## src/rtl/fmbq_pkg.sv

```systemverilog
// Shared constants, codes and control types for the front-middle-back queue.
package fmbq_pkg;

    localparam int CAPACITY = 64;
    localparam int DATA_W   = 32;
    localparam int IDX_W    = $clog2(CAPACITY);
    localparam int CNT_W    = $clog2(CAPACITY + 1);

    typedef enum logic [2:0] {
        KIND_PUSH_FRONT  = 3'd0,
        KIND_PUSH_MIDDLE = 3'd1,
        KIND_PUSH_BACK   = 3'd2,
        KIND_POP_FRONT   = 3'd3,
        KIND_POP_MIDDLE  = 3'd4,
        KIND_POP_BACK    = 3'd5
    } kind_t;

    typedef enum logic [1:0] {
        ST_DONE  = 2'd0,
        ST_EMPTY = 2'd1,
        ST_FULL  = 2'd2
    } status_t;

    // Per-item command broadcast to every cell of the row.
    typedef struct packed {
        logic             ins;
        logic             rem;
        logic [IDX_W-1:0] pos;
        status_t          status;
    } op_t;

endpackage

```

## src/rtl/fmbq_cell.sv

```systemverilog
// One queue slot: holds a value and shifts towards either neighbour on command.
module fmbq_cell (
    input  logic                        aclk,
    input  fmbq_pkg::op_t               op,
    input  logic                        step,
    input  logic [fmbq_pkg::IDX_W-1:0]  cell_idx,
    input  logic [fmbq_pkg::DATA_W-1:0] push_value,
    input  logic [fmbq_pkg::DATA_W-1:0] left_value,
    input  logic [fmbq_pkg::DATA_W-1:0] right_value,
    output logic [fmbq_pkg::DATA_W-1:0] value,
    output logic [fmbq_pkg::DATA_W-1:0] sel_value
);

    logic [fmbq_pkg::DATA_W-1:0] value_reg;
    logic [fmbq_pkg::DATA_W-1:0] value_next;
    logic                        at_pos;
    logic                        past_pos;

    assign at_pos   = (cell_idx == op.pos);
    assign past_pos = (cell_idx > op.pos);

    always_comb begin
        value_next = value_reg;
        if (step && op.ins) begin
            if (past_pos) begin
                value_next = left_value;
            end else if (at_pos) begin
                value_next = push_value;
            end
        end else if (step && op.rem) begin
            // close the gap: everything from the removed slot onward moves forward
            if (past_pos || at_pos) begin
                value_next = right_value;
            end
        end
    end

    always_ff @(posedge aclk) begin
        value_reg <= value_next;
    end

    assign value     = value_reg;
    assign sel_value = at_pos ? value_reg : '0;

endmodule

```

## config.mk

```make
export PLATFORM = sky130hd
export DESIGN_NAME = fmbq_cell
export DESIGN_NICKNAME = d
export VERILOG_FILES = /design/src/rtl/fmbq_pkg.sv /design/src/rtl/fmbq_cell.sv
export SDC_FILE = /design/constraint.sdc
export NUM_CORES = 1
export LEC_CHECK = 0
export BUFFER_PORTS_ARGS = -buffer_cell sky130_fd_sc_hd__buf_2
export CORE_MARGIN = 3
export CORE_UTILIZATION = 39
export CTS_CLUSTER_SIZE = 14
export DETAILED_ROUTE_END_ITERATION = 7
export PLACE_DENSITY_LB_ADDON = 0.3
export SYNTH_ARGS = -nofsm -noshare
export SYNTH_HDL_FRONTEND = slang
export SYNTH_SLANG_ARGS = --single-unit
```

## constraint.sdc

```tcl
create_clock -name aclk -period 1.9 [get_ports aclk]
set_input_delay 0 -clock aclk [delete_from_list [all_inputs] [get_ports aclk]]
set_output_delay 0 -clock aclk [all_outputs]
set_load 0.03 [all_outputs]
```

; ---- Yosys cells after proc, flatten, opt, wreduce, memory -nomap -nowiden
; Index checks and enable logic that the tools add are counted.
[op_classes]
add_sub_neg = 0
n_mul = 0
div = 0
n_lt_le_gt_ge = 1
eq_ne = 2
shift = 0
n_mux = 6
bitwise_logic = 0
reduce_logical = 6
[ops]
columns = cell, count
row1 = 32-bit two-way mux, 6
row2 = 6-bit == test, 1
row3 = 6-bit greater-than comparator, 1
row4 = 2-bit nonzero test, 2
row5 = 3-bit inequality test (second input constant), 1
row6 = 3-bit AND reduction, 1
row7 = 1-bit logical AND, 2
row8 = 1-bit logical OR, 1
[totals]
reg_bits = 32
latchBits = 0
ram_bits = 0
rom_bits = 0
wordCells = 16
mem_count = 0

; ---- Longest topological paths before layout
; Gate-level depths: netlist (run 1).
[depth]
word_depth = 5
mapped_depth = 8

; ---- Worst setup path before layout (run 1)
; OpenSTA, ideal clock, no wires.
[synth_path]
path_kind = input to register
start = in op[7] (netlist name)
end = reg value_reg, in the netlist value[0], enable pin
arrival_time_ns = 1.520
required_time_ns = 1.524
path_slack_ns = 0.004
stages = 7
cell_sequence = inv_1 ha_1 and4_4 and3_4 buf_6 buf_6 o221a_2
[synth_between]
elab_chain_len = 4
elab_cells_between_ends = 6
[synth_lines]
columns = element, line_no
row1 = start: declaration, fmbq_cell.sv:4  ; input fmbq_pkg::op_t op,
row2 = 6-bit greater-than comparator / 6-bit == test (equally long branches), "fmbq_cell.sv:20, fmbq_cell.sv:19"
row3 = 1-bit logical OR, fmbq_cell.sv:32  ; if (past_pos || at_pos) begin
row4 = 2-bit nonzero test (no line), --
row5 = 3-bit AND reduction (no line) (*), --
row6 = end signal: assignment, fmbq_cell.sv:39  ; value_reg <= value_next;
row7 = end: declaration, fmbq_cell.sv:14  ; logic [fmbq_pkg::DATA_W-1:0] value_reg;
; Every way passes the cells marked *; elsewhere a longest branch is shown, timed or not.
; A chain may end at the register's enable or synchronous reset.

; ---- Worst setup path in the final report (run 1)
[layout_path]
start = in op[5] (netlist name)
end = out sel_value[18] (netlist name)
[layout_between]
elab_chain_len = 2
[layout_lines]
columns = element, line_no
row1 = 6-bit == test, fmbq_cell.sv:19  ; assign at_pos = (cell_idx == op.pos);
row2 = 32-bit two-way mux, fmbq_cell.sv:43  ; assign sel_value = at_pos ? value_reg : '0;
row3 = end: declaration, fmbq_cell.sv:11  ; output logic [fmbq_pkg::DATA_W-1:0] sel_value
; No other way between the ends.

==> results.tsv, run 1 <==
stage	metric	value	unit
yosys	ys_warn_count	0	
global_route	use_met3	0.04833	
yosys	syn-num-nets	444	
die	die_w	90.93	um
power_and_ir_drop	peakVddDrop	0.0002824	V
setup_path	critical_path_arrival	1.48	ns
sta	fin_crit_sh	0.7784	
setup_path	start_kind	input pin	
worst_hold_path	hp-start	right_value[4]	
detailed_routing	route.detailed.drc	0	
yosys	synthXorXnorAreaFrac	0	
clocking	clockBufferDepth	2	
die	die_area	8267	um2
setup_path	slowest_delay	0.31	ns
setup_path	crit_path_cell_trace	buf_2 -> inv_1 -> ha_1 -> and4_4 -> and3_4 -> buf_12 -> and2_1 -> buf_2	
yosys	syn_area_per_cell	8.681	um2
placement	place_hpwl	6664	um
cells_and_area	antenna_cells	0	
power_and_ir_drop	leakage	1.838	nW
yosys	yosys.area_share.simple	0.3305	
yosys	synth-compound-area-share	0.2109	
yosys	synth_mux_area_frac	0	
cells_and_area	final_nets	597	
yosys	synth_seq_cells	32	
detailed_routing	antenna_left	0	
cells_and_area	layout_commonest_cell	buf_2	
cells_and_area	fillers	692	
cells_and_area	final_cell_mix	175 x buf_2, 33 x and2_1, 33 x nand2_1, 33 x nand3_1	
setup_path	worstPathRequired	1.90	ns
setup_path	path_class	in2out	
global_route	grt.overflow.total	0	
worst_hold_path	hold_end	value[4]$_DFFE_PP_	
cells_and_area	drive_gt1_frac	0.4235	
clocking	cts.reportedPaths.clkPinSlew	0.07	ns
clocking	htreeDepth	2	
clocking	ctsResizeCount	0	
yosys	synth_cell_types	22	
run_status	outcome	complete, no violations	
setup_path	critPathTopFamily	simple AND/OR/NAND/NOR gates	
sta	setup_tns	0	ns
cells_and_area	ff_latch_area	960.9	um2
global_route	grt_pass1_wl	14670	um
yosys	postSynthCellCount	324	
setup_path	end_kind	output port	
sta	setup_viol	0	
yosys	synth_top_area_frac	0.3416	
clocking	clockRootBuffer	clkbuf_8	
sta	drv_slew	0	
sta	final.min_clock_period	1.479	ns
sta	fmax	0.6761	GHz
die	start_util	0.4072	
clocking	cts_made_buffers	5	
global_route	grt.total_usage	0.2121	
detailed_routing	drt-total-wl	9306	um
detailed_routing	wl_per_cell	16.24	um
cells_and_area	syn_to_final_growth	36.34	%
yosys	synthTopCellsByArea	edfxtp_1 34%, a311o_1 11%, a22oi_1 8.5%	
die	io_pins	178	
detailed_routing	vias	3281	
cells_and_area	multiInputGateArea	1622	um2
yosys	yosys.area_share.adder	0.02669	
sta	rsz0062_at_grt	no	
worst_hold_path	hold_depth	3	
clocking	cts_hold_buf	0	
sta	worst_slew_pin_slew	0.3789	ns
sta	hold_violations	0	
global_route	grt_max_degree	50	
cells_and_area	largest_reg_flops	32	
placement	place.gp.congestion	0.8081	
worst_hold_path	hp-class	in2reg	
yosys	synth_top_cell_by_area	edfxtp_1	
power_and_ir_drop	pwr_density_cell	550.2	nW/um2
clocking	cts.sinks	32	
yosys	syn_area	2813	um2
power_and_ir_drop	totalPowerFinal	2.110	mW
detailed_routing	vias_per_cell	5.726	
die	die_h	90.93	um
placement	io_buffers	175	
setup_path	critPathMostFrequentCell	buf_2	
global_route	grt_pass1_vias	3104	
global_route	grt_use_met1	0.2617	
yosys	synth_top_family_by_area	simple AND/OR/NAND/NOR gates	
setup_path	worstPathMaxFanout	49	
detailed_routing	first_pass_iters	5	
global_route	antenna_found_initial	0	
die	std_cell_rows	30	
global_route	grtUsageMet2	0.3697	
setup_path	cp_num_buf_inv	4	
sta	maxSlewHeadroom	0.7468	
die	core_region_area	6907	um2
global_route	top_usage_layer	met2	
flow_run	max-cap-violations	0	
detailed_routing	dr.first_iter.drc_count	168	
yosys	seq_area_frac_synth	0.3416	
clocking	postCtsSetupBuffers	0	
setup_path	cpMaxStageDelayCell	ha_1	
clocking	cts_tree	built	
sta	hold_slack	0.04130	ns
## where the power goes
group / switching (mW) / internal [mW] / total [mW]
clock network: 0.252 / 0.242 / 0.494
registers: 0.0287 / 0.869 / 0.898
logic: 0.445 / 0.274 / 0.719
## worst max-delay path by stage
stage	start	slack, ns	cells past startpoint	to
floorplan	op[7]	0.004	7	value[0]$_DFFE_PP_
global placement	op[5]	0.24	7	value[16]$_DFFE_PP_
detailed placement	op[5]	0.19	7	value[17]$_DFFE_PP_
CTS	op[5]	0.41	8	sel_value[18]
global route	op[5]	0.33	8	sel_value[24]
finish	op[5]	0.42	8	sel_value[18]
## cell families (layout without fill, tap and decap cells)
kind of cell | Yosys count | after routing
buffers and inverters | 51 | 204
adder cells (fa/ha/maj) | 6 | 6
AO/OA/AOI/OAI | 68 | 68
AND/OR/NAND/NOR | 167 | 167
flip-flops | 32 | 32
## synthesized netlist by cell type
cell type / instances
clkbuf_2: 3
ha_1: 6
and3_1: 32
nand2_1: 33
a21o_1: 1
edfxtp_1: 32
and2_1: 33
a22oi_1: 32
nand4_1: 32
nor2b_1: 1
a21oi_1: 1
and3_4: 1
and4_4: 1
buf_1: 2
buf_6: 5
a311o_1: 32
buf_2: 17
o221a_2: 1
clkbuf_1: 18
inv_1: 6
o21ai_2: 1
nand3_1: 34
## metal layers
metal,vias to the layer above,part of all wire,wire length [um]
li1,1569,-,-
met1,1526,0.40,3744
met2,174,0.50,4648
met3,12,0.088,815
met4,0,0.010,97
met5,-,0,0
## final cells by class
cell class	instances	share of cell area
clock buffer	5	0.01794
multi-input combinational	241	0.4228
sequential	32	0.2506
clock inverter	2	0.001958
tap	96	0.03132
timing repair buffer	191	0.2695
inverter	6	0.005873
## metrics by stage
stage,utilization,instances,worst slack (ns),area [um2]
2_1_floorplan,-,324,0.004155,2813
3_3_place_gp,0.5442,566,0.2378,3759
3_5_place_dp,0.5442,566,0.1918,3759
4_1_cts,0.5553,573,0.4130,3835
5_1_grt,0.5553,573,0.3290,3835
6_report,0.5553,573,0.4210,3835
(Power assumes the default switching activity.)
==> inputs of run 2 (changes only) <==
ABC_AREA = 1   (was unset)
CORE_UTILIZATION = 42   (was 39)
clock period = 1.4 ns   (was 1.9 ns; I/O delays follow)
==> run 2 against run 1 <==
Net effect:
- cell area did not move
- count of clock-buffer cells in the layout rose by 1
- sequential power rose by 37%
- synthesized cell count rose by 15%
- hold slack got worse by 0.033 ns
- combinational power rose by 54%
- global-route usage fell by 0.34 points
- die area fell by 16%
- area after synthesis fell by 11%
- first-iteration DRC count fell by 27%
- clock power rose by 29%
- critical path type unchanged
==> results.tsv, run 2 <==
stage	metric	value	unit
run_status	outcome	complete, no violations	
power_and_ir_drop	pwr_density_cell	776.3	nW/um2
clocking	htreeDepth	2	
placement	postPlaceCellArea	3620	um2
yosys	postSynthCellCount	373	
sta	final.min_clock_period	1.321	ns
yosys	synth_seq_cells	32	
flow_run	max-cap-violations	0	
setup_path	critPathMostFrequentCell	buf_2	
detailed_routing	dr.first_iter.drc_count	122	
global_route	grt_pass1_wl	12250	um
yosys	synth.top_cells.by_count	108 x inv_1, 103 x nand2_1, 59 x nand3_1	
cells_and_area	fillers	514	
die	die_area	6956	um2
yosys	synth-edff-count	32	
yosys	synth_top_area_frac	0.3819	
clocking	postCtsSetupBuffers	0	
setup_path	crit_path_cell_trace	buf_2 -> inv_4 -> ha_4 -> nand2_4 -> nor2_4 -> nand3_4 -> buf_4 -> nor2_1 -> buf_2	
detailed_routing	vias_per_cell	4.551	
cells_and_area	drive_gt1_frac	0.3857	
die	core_region_area	5642	um2
clocking	cts.sinks	32	
die	start_util	0.4460	
sta	rsz0062_at_grt	no	
yosys	syn_area_per_cell	6.746	um2
cells_and_area	syn_to_final_growth	52.41	%
placement	dp.cells	612	
detailed_routing	wl_per_cell	11.66	um
yosys	ys_warn_count	0	
detailed_routing	drt-total-wl	7366	um
cells_and_area	final_cells	632	
sta	setup_viol	0	
sta	fmax	0.7568	GHz
cells_and_area	ff_latch_area	960.9	um2
yosys	synthTopCellsByArea	edfxtp_1 38%, inv_1 16%, nand2_1 15%	
cells_and_area	multiInputGateArea	1107	um2
setup_path	start_kind	input pin	
sta	worst_slew_pin_slew	0.5299	ns
global_route	grt.overflow.total	0	
placement	io_buffers	175	
yosys	post-synth-top-count-cell	inv_1	
global_route	grt.total_usage	0.2087	
sta	fin_crit_sh	0.9439	
clocking	clockRootBuffer	clkbuf_8	
global_route	grt_pass1_vias	2817	
detailed_routing	vias	2876	
placement	pre_cts_ws	-0.1688	ns
worst_hold_path	hp-class	in2reg	
setup_path	worstPathMaxFanout	32	
die	die_w	83.40	um
cells_and_area	final_cell_mix	175 x buf_2, 103 x inv_1, 102 x nand2_1	
clocking	cts_tree	built	
cells_and_area	largest_reg_flops	32	
setup_path	slowest_delay	0.27	ns
detailed_routing	antenna_left	0	
yosys	syn_area	2516	um2
sta	hold_violations	0	
yosys	synth_top_cell_by_area	edfxtp_1	
clocking	cts_made_buffers	5	
placement	place_hpwl	5670	um
cells_and_area	layout_commonest_cell	buf_2	
setup_path	path_class	in2out	
setup_path	worstPathRequired	1.40	ns
cells_and_area	final_nets	680	
clocking	clockBufferDepth	2	
die	io_pins	178	
yosys	synth_cell_types	19	
global_route	antenna_found_initial	0	
die	std_cell_rows	27	
detailed_routing	first_pass_iters	5	
sta	drv_slew	0	
cells_and_area	finish.utilization	0.6798	
yosys	syn-num-nets	493	
sta	worst_slack	0.07860	ns
global_route	grt_max_degree	33	
detailed_routing	route.detailed.drc	0	
placement	place.gp.congestion	0.8198	
yosys	synth_flop_cell	edfxtp_1	
power_and_ir_drop	leakage	2.374	nW
power_and_ir_drop	peakVddDrop	0.0003840	V
setup_path	critical_path_arrival	1.32	ns
yosys	seq_area_frac_synth	0.3819	
sta	maxSlewHeadroom	0.6464	
cells_and_area	antenna_cells	0	
setup_path	cpMaxStageDelayCell	ha_4	
yosys	ys_async_sr_fraction	0	
setup_path	end_kind	output port	
worst_hold_path	hold_depth	3	
clocking	cts.reportedPaths.clkPinSlew	0.06	ns
cells_and_area	fin_area	3835	um2
die	die_h	83.40	um
## run 2: final cells by class
type | instances | area share
clock buffers | 6 | 0.01892
repair buffers | 199 | 0.3077
flip-flops and latches | 32 | 0.2506
clock inverters | 1 | 0.001305
inverters | 108 | 0.1093
multi-input cells | 214 | 0.2887
well taps | 72 | 0.02349
## run 2: kinds of logic after synthesis
logic type               count (synthesis)  synth area share
AND/OR/NAND/NOR                        206            0.3690
flip-flops                              32            0.3819
adder cells (fa/ha/maj)                  6           0.02984
AO/OA/AOI/OAI                            2          0.004972
buffers and inverters                  127            0.2143
## run 2: critical path, delay by kind of cell
family                     cells  cell delay, ns
adders and majority gates      1            0.27
buffers and inverters          4            0.60
and+or+nand+nor                4            0.44
## run 2: final timing paths
| kind | startpoint | end | slack (ns) |
|---|---|---|---|
| min | right_value[13] | value[13]$_DFFE_PP_ | 0.008 |
| max | op[5] | sel_value[27] | 0.08 |
## run 2: per-stage QoR
stage / power, mW / hold slack, ns / TNS (ns)
after CTS: 2.997 / 0.002768 / 0
final: 2.977 / 0.007817 / 0
after detailed placement: 2.329 / 0.2730 / -9.147
after floorplan: 1.916 / 0.1859 / -11.83
after global placement: 2.303 / 0.2749 / -5.936
after global routing: 3.173 / 0.008255 / 0
## run 2: metal layers
layer / wire (um) / share of wire / GRT usage / up-vias
met5: 0 / 0 / 0 / -
li1: - / - / - / 1473
met4: 89 / 0.012 / 0.06686 / 0
met3: 537 / 0.073 / 0.03274 / 10
met2: 3926 / 0.53 / 0.4031 / 126
met1: 2813 / 0.38 / 0.2295 / 1267
## run 2: power breakdown
part | switching (mW) | leakage (nW) | total, mW | internal (mW)
Sequential | 0.0505 | 0.291 | 1.23 | 1.18
Clock | 0.301 | 0.0410 | 0.638 | 0.337
Combinational | 0.654 | 2.04 | 1.11 | 0.454
## run 2: what timing repair did
item                       in CTS  in global routing
resized for setup               0                  2
hold endpoints to repair       13                  0
hold buffers                   13                  0
setup endpoints to repair       0                  3
