## src/rtl/fmbq_pkg.sv

```systemverilog
// Shared constants, codes and control types for the front-middle-back queue.
package fmbq_pkg;

    localparam int CAPACITY = 64;
    localparam int DATA_W   = 32;
    localparam int IDX_W    = $clog2(CAPACITY);
    localparam int CNT_W    = $clog2(CAPACITY + 1);

    typedef enum logic [2:0] {
        KIND_PUSH_FRONT  = 3'd0,
        KIND_PUSH_MIDDLE = 3'd1,
        KIND_PUSH_BACK   = 3'd2,
        KIND_POP_FRONT   = 3'd3,
        KIND_POP_MIDDLE  = 3'd4,
        KIND_POP_BACK    = 3'd5
    } kind_t;

    typedef enum logic [1:0] {
        ST_DONE  = 2'd0,
        ST_EMPTY = 2'd1,
        ST_FULL  = 2'd2
    } status_t;

    // Per-item command broadcast to every cell of the row.
    typedef struct packed {
        logic             ins;
        logic             rem;
        logic [IDX_W-1:0] pos;
        status_t          status;
    } op_t;

endpackage

```

## src/rtl/fmbq_ctrl.sv

```systemverilog
// Decodes an item against the entry count into the shift command for the cell row.
module fmbq_ctrl (
    input  logic [2:0]                 kind,
    input  logic [fmbq_pkg::CNT_W-1:0] count,
    output fmbq_pkg::op_t              op
);

    logic is_full;
    logic is_empty;

    assign is_full  = (count == fmbq_pkg::CNT_W'(fmbq_pkg::CAPACITY));
    assign is_empty = (count == '0);

    always_comb begin
        op.ins    = 1'b0;
        op.rem    = 1'b0;
        op.pos    = '0;
        op.status = fmbq_pkg::ST_DONE;
        case (fmbq_pkg::kind_t'(kind))
            fmbq_pkg::KIND_PUSH_FRONT,
            fmbq_pkg::KIND_PUSH_MIDDLE,
            fmbq_pkg::KIND_PUSH_BACK: begin
                if (is_full) begin
                    op.status = fmbq_pkg::ST_FULL;
                end else begin
                    op.ins = 1'b1;
                end
            end
            fmbq_pkg::KIND_POP_FRONT,
            fmbq_pkg::KIND_POP_MIDDLE,
            fmbq_pkg::KIND_POP_BACK: begin
                if (is_empty) begin
                    op.status = fmbq_pkg::ST_EMPTY;
                end else begin
                    op.rem = 1'b1;
                end
            end
            default: begin
            end
        endcase

        case (fmbq_pkg::kind_t'(kind))
            fmbq_pkg::KIND_PUSH_FRONT:  op.pos = '0;
            fmbq_pkg::KIND_PUSH_MIDDLE: op.pos = fmbq_pkg::IDX_W'(count >> 1);
            fmbq_pkg::KIND_PUSH_BACK:   op.pos = count[fmbq_pkg::IDX_W-1:0];
            fmbq_pkg::KIND_POP_FRONT:   op.pos = '0;
            fmbq_pkg::KIND_POP_MIDDLE:  op.pos = fmbq_pkg::IDX_W'((count - 1'b1) >> 1);
            fmbq_pkg::KIND_POP_BACK:    op.pos = fmbq_pkg::IDX_W'(count - 1'b1);
            default:                    op.pos = '0;
        endcase
    end

endmodule

```

## config.mk

```make
export PLATFORM = sky130hd
export DESIGN_NAME = fmbq_ctrl
export DESIGN_NICKNAME = d
export VERILOG_FILES = /design/src/rtl/fmbq_pkg.sv /design/src/rtl/fmbq_ctrl.sv
export SDC_FILE = /design/constraint.sdc
export NUM_CORES = 1
export LEC_CHECK = 0
export BUFFER_PORTS_ARGS = -buffer_cell sky130_fd_sc_hd__buf_4
export CAP_MARGIN = 40
export CORE_AREA = 2 2 39 41
export DETAILED_ROUTE_END_ITERATION = 8
export DIE_AREA = 0 0 41 43
export MAX_ROUTING_LAYER = met4
export PLACE_DENSITY = 0.56
export SYNTH_ARGS = -nofsm -noshare
export SYNTH_HDL_FRONTEND = slang
export SYNTH_SLANG_ARGS = --single-unit
export TNS_END_PERCENT = 5
```

## constraint.sdc

```tcl
create_clock -name vclk -period 1.65
set_input_delay 0.165 -clock vclk [all_inputs]
set_output_delay 0.165 -clock vclk [all_outputs]
set_load 0.05 [all_outputs]
```

After elaboration in Yosys (flattened, before gate mapping)
Index checks and enable logic that the tools add are counted.

Add/sub/neg operators: 1. Multipliers: 0. Div/mod/pow operators: 0. $lt $le $gt $ge: 0. Eq/ne operators: 6. Shift-type cells: 0. Muxes and demuxes: 8. Bitwise gates (word level): 0. Reduce and logical (&&, ||, !) cells: 4.

Operators by type and width (number): $pmux W6 S4 (1); $eq A7 B7 Y1 const B (1); $logic_not A7 Y1 (1); $sub A7 B1 Y7 const B (1); $eq A3 B2 Y1 const B (2); $eq A3 B3 Y1 const B (2); $reduce_or A3 Y1 (2); $mux W1 (5); $pmux W2 S2 (1); $eq A3 B1 Y1 const B (1); $logic_not A3 Y1 (1); $mux W2 (1).

Register bits after elaboration: 0. Latch bits: 0. RAM bits: 0. Memory bits (read-only): 0. Input bits: 10. Output and inout port bits: 10. Memories kept: 0.

Logic depth before layout (Yosys ltp)
Gate-level depths: netlist of run 1.

Word-level depth: 3. Depth in mapped cells: 6. Depth with buffers taken out: 6.

Worst setup path after synthesis of run 1
OpenSTA, ideal clock, no wires.

Kind: input to output. Start: input count[1] (netlist name). End: output op[0] (netlist name). Data arrival time: 2151 ps. Data required time: 1485 ps. Path slack: -666 ps. Stages: 5. Path buffers: 0. Path through: inv_1 > ha_1 > or3b_4 > nor3_4 > nor3b_1.

RTL lines: start, declared (line fmbq_ctrl.sv:4) `input logic [fmbq_pkg::CNT_W-1:0] count,`; end, declared (line fmbq_ctrl.sv:5) `output fmbq_pkg::op_t op`.

==> impl_metrics.toml, run 1 <==
[outcome]
status = "finished with violations"
failed_checks = "setup timing"

[critical_path]
required_ns = 1.48
crit_arrival_ns = 1.55
cp-start-kind = "input pin"
crit_type = "in -> out"
crit_fanout = 3
worstSetupEndpointType = "primary output"

[floorplan]
fp.dieH_um = 43
rows = 14
die-area_um2 = 1760
pin_count = 20
dieWidth_um = 41
coreArea_um2 = 1380
start_util_pct = 28.7

[finish]
final_util_pct = 51.5
seq_cell_count = 0
fin_area_um2 = 713
layout.nets = 103
final_common_cell = "buf_4"
clock_buffers = 0
layout-drive-gt1-share_pct = 45.6
layout_common_cells = "buf_4, nand2_1, a21oi_1"
fin_cells = 106
area_growth_pct = 79.8
register_area_um2 = 0
antenna_cells = 0

[hold_path]
min_path_cells = 3
min-delay-path-class = "in -> out"

[placed_design]
placed_area_um2 = 659
place_hpwl_um = 999
portBuffers = 20
routabilityCongestion = 0.763
placed_cells = 105

[drt]
initialDrtViolationCount = 5
wire_per_inst_um = 12.0
vias_per_cell = 5.43
ant_nets = 0
wl_mm = 1.27
vias = 576
post-route-drc-count = 0
firstDrtPassIters = 4

[synthesis]
netlist.area_leader.share_pct = 8.83
synth_area_leaders = "a21oi_1, nand2_1, mux2i_1"
synth_top_area_cell = "a21oi_1"
synth_cell_type_count = 32
synth.avg_cell_area_um2 = 6.40
syn_nets = 73
yosys_warnings = 0
synthCells = 62
seq_area_frac_synth_pct = 0
synth_area_um2 = 397

[power_and_ir_drop]
leakagePower_nw = 0.318
power.density_nw_per_um2 = 325
ir_drop_uv = 184
finalPower_uw = 232

[sta]
rsz0062_at_grt = "yes"
worst_pin_slew_ns = 0.342
fin_setup_tns_ns = -0.0767
period_needed_ns = 1.72
clock.fmax_mhz = 582
hold_viol_final = 0
period_share_pct = 104
setup_viol_count_final = 2
fin_ws_ns = -0.0676
drv_slew = 0
slew_headroom_pct = 77.0

[global_route]
grt_usage_pct = 16.8
grt_pass1_vias = 532
antenna_found_initial = 0
grt_max_degree = 16
overflow = 0
grt_pass1_wl_mm = 2.17

[run]
drv_cap = 0
worst paths after layout:
| check | start | to | slack [ns] |
|---|---|---|---|
| max | count[0] | op[7] | -0.07 |
| min | count[6] | op[0] | 0.62 |
power by group:
group / leakage, nW / switching [mW] / internal (mW)
Clock: 0 / 0 / 0
Combinational: 0.318 / 0.137 / 0.0952
Sequential: 0 / 0 / 0
critical path, cell delays in order:
cell,delay (ns)
buf_8,0.10
or4_4,0.53
o2111ai_1,0.18
o311ai_1,0.12
a221o_1,0.29
buf_6,0.16
final cells by class:
| type | instances | area, um^2 |
|---|---|---|
| repair buffers | 30 | 260 |
| inverters | 5 | 33.8 |
| fillers | 159 | 671 |
| multi-input cells | 55 | 399 |
| well taps | 16 | 20.0 |
synth_stat cells:
cell / n
xnor2_1: 2
mux2i_1: 2
nand3_1: 2
o311ai_1: 1
nand4_1: 1
nor3_4: 1
a21oi_1: 7
a21o_1: 1
or2b_1: 1
a21boi_0: 2
xor2_1: 1
or3b_4: 1
nand2b_1: 1
o21ai_0: 4
a31o_2: 1
nor2b_1: 3
ha_1: 1
o211ai_1: 2
or4_4: 1
and2_1: 1
nor2_1: 3
nor4_1: 2
nand2_1: 7
a221o_1: 1
a31oi_1: 1
clkbuf_1: 1
o2111ai_1: 1
inv_1: 5
buf_6: 1
nor3_1: 2
o31ai_1: 1
nor3b_1: 1
repair_timing:
action,CTS,global route
setup buffers,1,0
setup endpoints to repair,6,8
gates resized for setup,8,4
hold buffers,0,0
pin swaps,6,1
per-layer routing:
| metal | wire, um | share of wire, % | GRT usage, % | up-vias |
|---|---|---|---|---|
| li1 | - | - | - | 290 |
| met1 | 552 | 43 | 21.7 | 266 |
| met2 | 627 | 49 | 30.0 | 20 |
| met3 | 95 | 7.5 | 0 | 0 |
| met4 | 0 | 0 | 0 | 0 |
| met5 | 0 | 0 | - | - |
stage by stage:
step                hold WS [ns]  setup slack, ns
CTS                        0.618           -0.126
detailed placement         0.649           -0.156
global route               0.632           -0.138
global placement           0.649           -0.160
finish                     0.619          -0.0676
floorplan                  0.432           -0.291
kinds of logic (layout without fill, tap and decap cells):
kind of cell	Yosys count	in the layout	share of synthesized area (%)
and+or+nand+nor	27	27	40.7
muxes	2	2	5.05
AOI/OAI and AO/OA	22	22	36.0
buffers and inverters	7	35	8.52
xor gates and xnor gates	3	3	6.63
adders and majority gates	1	1	3.15
No activity file was read; power rests on OpenSTA's default activity.
==> run 2: changes to the inputs <==
Settings changed: SETUP_SLACK_MARGIN from default to 0.4.
==> run 2 against run 1 <==
The run still ends with setup timing left. Non-clock buffer count is the same. Count of clock-buffer cells in the layout is the same. Cell area rose by 3.5%.
==> impl_metrics.toml, run 2 (same netlist as run 1, synthesis figures left out) <==
[outcome]
status = "finished with violations"
failed_checks = "setup timing"

[drt]
ant_nets = 0
wire_per_inst_um = 12.1
firstDrtPassIters = 4
post-route-drc-count = 0
initialDrtViolationCount = 5
vias = 576
wl_mm = 1.28
vias_per_cell = 5.43

[floorplan]
rows = 14
dieWidth_um = 41
coreArea_um2 = 1380
fp.dieH_um = 43
pin_count = 20
start_util_pct = 28.7
die-area_um2 = 1760

[global_route]
antenna_found_initial = 0
grt_usage_pct = 17.1
grt_pass1_wl_mm = 2.21
grt_pass1_vias = 532
overflow = 0
grt_max_degree = 16

[sta]
period_needed_ns = 1.73
period_share_pct = 105
setup_viol_count_final = 2
hold_viol_final = 0
rsz0062_at_grt = "yes"
slew_headroom_pct = 77.5
fin_ws_ns = -0.0780
clock.fmax_mhz = 579
fin_setup_tns_ns = -0.0842
timing.hold.ws_ns = 0.619
drv_slew = 0
worst_pin_slew_ns = 0.335

[hold_path]
holdPathEnd = "op[0]"
min_path_cells = 3
min-delay-path-class = "in -> out"
hp-start = "count[6]"

[critical_path]
crit_fanout = 3
cp-start-kind = "input pin"
crit_arrival_ns = 1.56
crit_type = "in -> out"
required_ns = 1.48
worstSetupEndpointType = "primary output"

[power_and_ir_drop]
finalPower_uw = 241
power.density_nw_per_um2 = 327
leakagePower_nw = 0.325
ir_drop_uv = 182

[placed_design]
portBuffers = 20
placed_area_um2 = 659
place_hpwl_um = 999
routabilityCongestion = 0.763

[finish]
final_common_cell = "buf_4"
register_area_um2 = 0
layout.nets = 103
layout-drive-gt1-share_pct = 47.8
antenna_cells = 0
clock_buffers = 0
seq_cell_count = 0
n_fill_cell = 151
layout_common_cells = "buf_4, nand2_1, a21oi_1, buf_6"
fin_area_um2 = 738
area_growth_pct = 86.1

[run]
drv_cap = 0
[run 2: layout make-up]
type	count	area (um^2)	share of cell area (%)
Inverter	5	33.8	4.58
Tap cell	16	20.0	2.71
Timing Repair Buffer	30	279	37.8
Multi-Input combinational cell	55	405	54.9
[run 2: per-layer routing]
| layer | vias up | global-route usage, % | routed length (um) |
|---|---|---|---|
| met2 | 20 | 29.1 | 622 |
| met1 | 266 | 23.6 | 575 |
| met5 | - | - | 0 |
| li1 | 290 | - | - |
| met4 | 0 | 0 | 0 |
| met3 | 0 | 0 | 84 |
[run 2: timing repair]
| action | CTS | global route |
|---|---|---|
| setup buffers | 1 | 0 |
| pin swaps | 11 | 5 |
| hold buffers | 0 | 0 |
| endpoints found under the setup margin | 10 | 10 |
| cloned | 0 | 0 |
| resized for setup | 14 | 6 |
[run 2: worst max-delay path by stage]
stage               startpoint     to  slack (ns)
finish                count[0]  op[7]       -0.08
floorplan             count[1]  op[6]       -0.29
detailed placement    count[1]  op[7]       -0.16
CTS                   count[0]  op[7]       -0.13
global route          count[0]  op[7]       -0.14
global placement      count[1]  op[7]       -0.16
[run 2: per-stage QoR]
stage	util [%]	cells	setup slack [ns]
finish	53.3	106	-0.0780
global route	53.3	106	-0.138
CTS	52.2	106	-0.126
detailed placement	47.6	105	-0.156
global placement	47.6	105	-0.160
floorplan	-	62	-0.291
[run 2: worst max-delay path, cell delays in order]
cell	delay, ns
buf_8	0.10
or4_4	0.54
o2111ai_1	0.19
o311ai_1	0.12
a221o_1	0.29
buf_6	0.16
[run 2: power breakdown]
group | leakage [nW] | internal, mW | switching (mW)
Sequential | 0 | 0 | 0
Clock | 0 | 0 | 0
Combinational | 0.325 | 0.102 | 0.139
==> run 3: changes to the inputs <==
Settings changed: ABC_AREA from default to 1, PLACE_DENSITY 0.56 to 0.55, REMOVE_ABC_BUFFERS from default to 1.
==> run 3 against run 2 <==
The run now ends clean. Synthesized cell count increased by 39%. Wire length fell by 3.4%. Power shrank 5.5%. Sequential cell count unchanged. Synthesized area down 2.8%. Combinational power down 5%.
==> impl_metrics.toml, run 3 <==
[floorplan]
fp.dieH_um = 43
pin_count = 20
start_util_pct = 27.8
die-area_um2 = 1760
rows = 14
coreArea_um2 = 1380
dieWidth_um = 41

[sta]
period_needed_ns = 1.23
worst_pin_slew_ns = 0.298
fin_ws_ns = 0.416
clock.fmax_mhz = 811
rsz0062_at_grt = "yes"
period_share_pct = 74.8
slew_headroom_pct = 80.1
drv_slew = 0
hold_viol_final = 0
setup_viol_count_final = 0

[synthesis]
synth.avg_cell_area_um2 = 4.48
synth_area_leaders = "nand2_1, nand3_1, nor2_1"
yosysMostFrequentCell = "nand2_1"
netlist.area_leader.share_pct = 27.3
synth_cell_type_count = 17
synth_top_area_cell = "nand2_1"
synthCells = 86
ys_top_cells_by_count = "nand2_1, nand3_1, nor2_1"
synth_area_um2 = 385
seq_area_frac_synth_pct = 0
yosys_warnings = 0

[global_route]
antenna_found_initial = 0
grt_pass1_wl_mm = 1.88
overflow = 0
grt_pass1_vias = 473
grt_usage_pct = 14.8
grt_max_degree = 9

[finish]
register_area_um2 = 0
layout_common_cells = "nand2_1, buf_4, nor2_1, nand3_1, inv_1"
layout.nets = 120
antenna_cells = 0
layout-drive-gt1-share_pct = 42.1
n_fill_cell = 163
seq_cell_count = 0
clock_buffers = 0
area_growth_pct = 81.2
final_common_cell = "nand2_1"

[critical_path]
worstSetupEndpointType = "primary output"
crit_type = "in -> out"
crit_fanout = 3
required_ns = 1.48
crit_arrival_ns = 1.07
startpoint = "count[0]"
cp-start-kind = "input pin"

[placed_design]
place_ws_ns = 0.217
routabilityCongestion = 0.810
portBuffers = 20
place_hpwl_um = 909

[drt]
ant_nets = 0
post-route-drc-count = 0
wl_mm = 1.24
vias_per_cell = 4.80
wire_per_inst_um = 10.1
vias = 590
firstDrtPassIters = 4
initialDrtViolationCount = 7

[hold_path]
min-delay-path-class = "in -> out"
hp-start = "count[6]"
holdPathEnd = "op[0]"
min_path_cells = 3

[clock_tree]
hold_buffers = 0

[outcome]
status = "finished, final reports clean"

[run]
drv_cap = 0

[power_and_ir_drop]
ir_drop_uv = 154
power.density_nw_per_um2 = 327
leakagePower_nw = 0.358
finalPower_uw = 228
-- run 3: per-layer routing --
layer	share of wire, %	GRT usage (%)
met1	43	20.3
met2	54	25.3
met3	3.3	0
met4	0	0
met5	0	-
-- run 3: cell families after synthesis --
logic type | count (synthesis) | synth area share (%)
compound gates | 4 | 6.17
fa+ha+maj | 1 | 3.25
buf+inv | 17 | 16.9
xor+xnor | 1 | 2.27
simple gates | 63 | 71.4
-- run 3: through the flow --
stage	utilization [%]	TNS, ns	hold WS, ns	std cells	cell area, um^2
6_report	50.5	0	0.658	123	698
5_1_grt	50.5	0	0.673	123	698
2_1_floorplan	-	-0.218	0.519	85	380
3_5_place_dp	40.3	0	0.659	122	558
4_1_cts	46.6	0	0.659	122	644
3_3_place_gp	40.3	0	0.656	122	558
-- run 3: layout make-up --
cell class	count	area [um^2]	area share, %
well taps	16	20.0	2.87
inverters	16	70.1	10.0
repair buffers	22	208	29.7
multi-input cells	69	400	57.3
-- run 3: worst max-delay path by stage --
stage               endpoint  slack (ns)
floorplan              op[0]       -0.22
global route           op[5]        0.35
CTS                    op[5]        0.39
global placement       op[6]        0.23
detailed placement     op[5]        0.22
finish                 op[5]        0.42
-- run 3: timing repair --
item | CTS | global route
setup endpoints to repair | 9 | 8
pin swaps | 8 | 7
buffers inserted | 0 | 1
gates resized for setup | 24 | 9
-- run 3: critical path, stage by stage --
cell      delay, ns
buf_8          0.10
inv_6          0.05
ha_4           0.16
nand2_4        0.06
nor2_4         0.12
nand2_2        0.08
nand3_2        0.08
nand3b_1       0.09
buf_6          0.16
-- run 3: report_power, final --
part | internal (mW) | switching (mW)
clock network | 0 | 0
registers | 0 | 0
logic | 0.0841 | 0.144
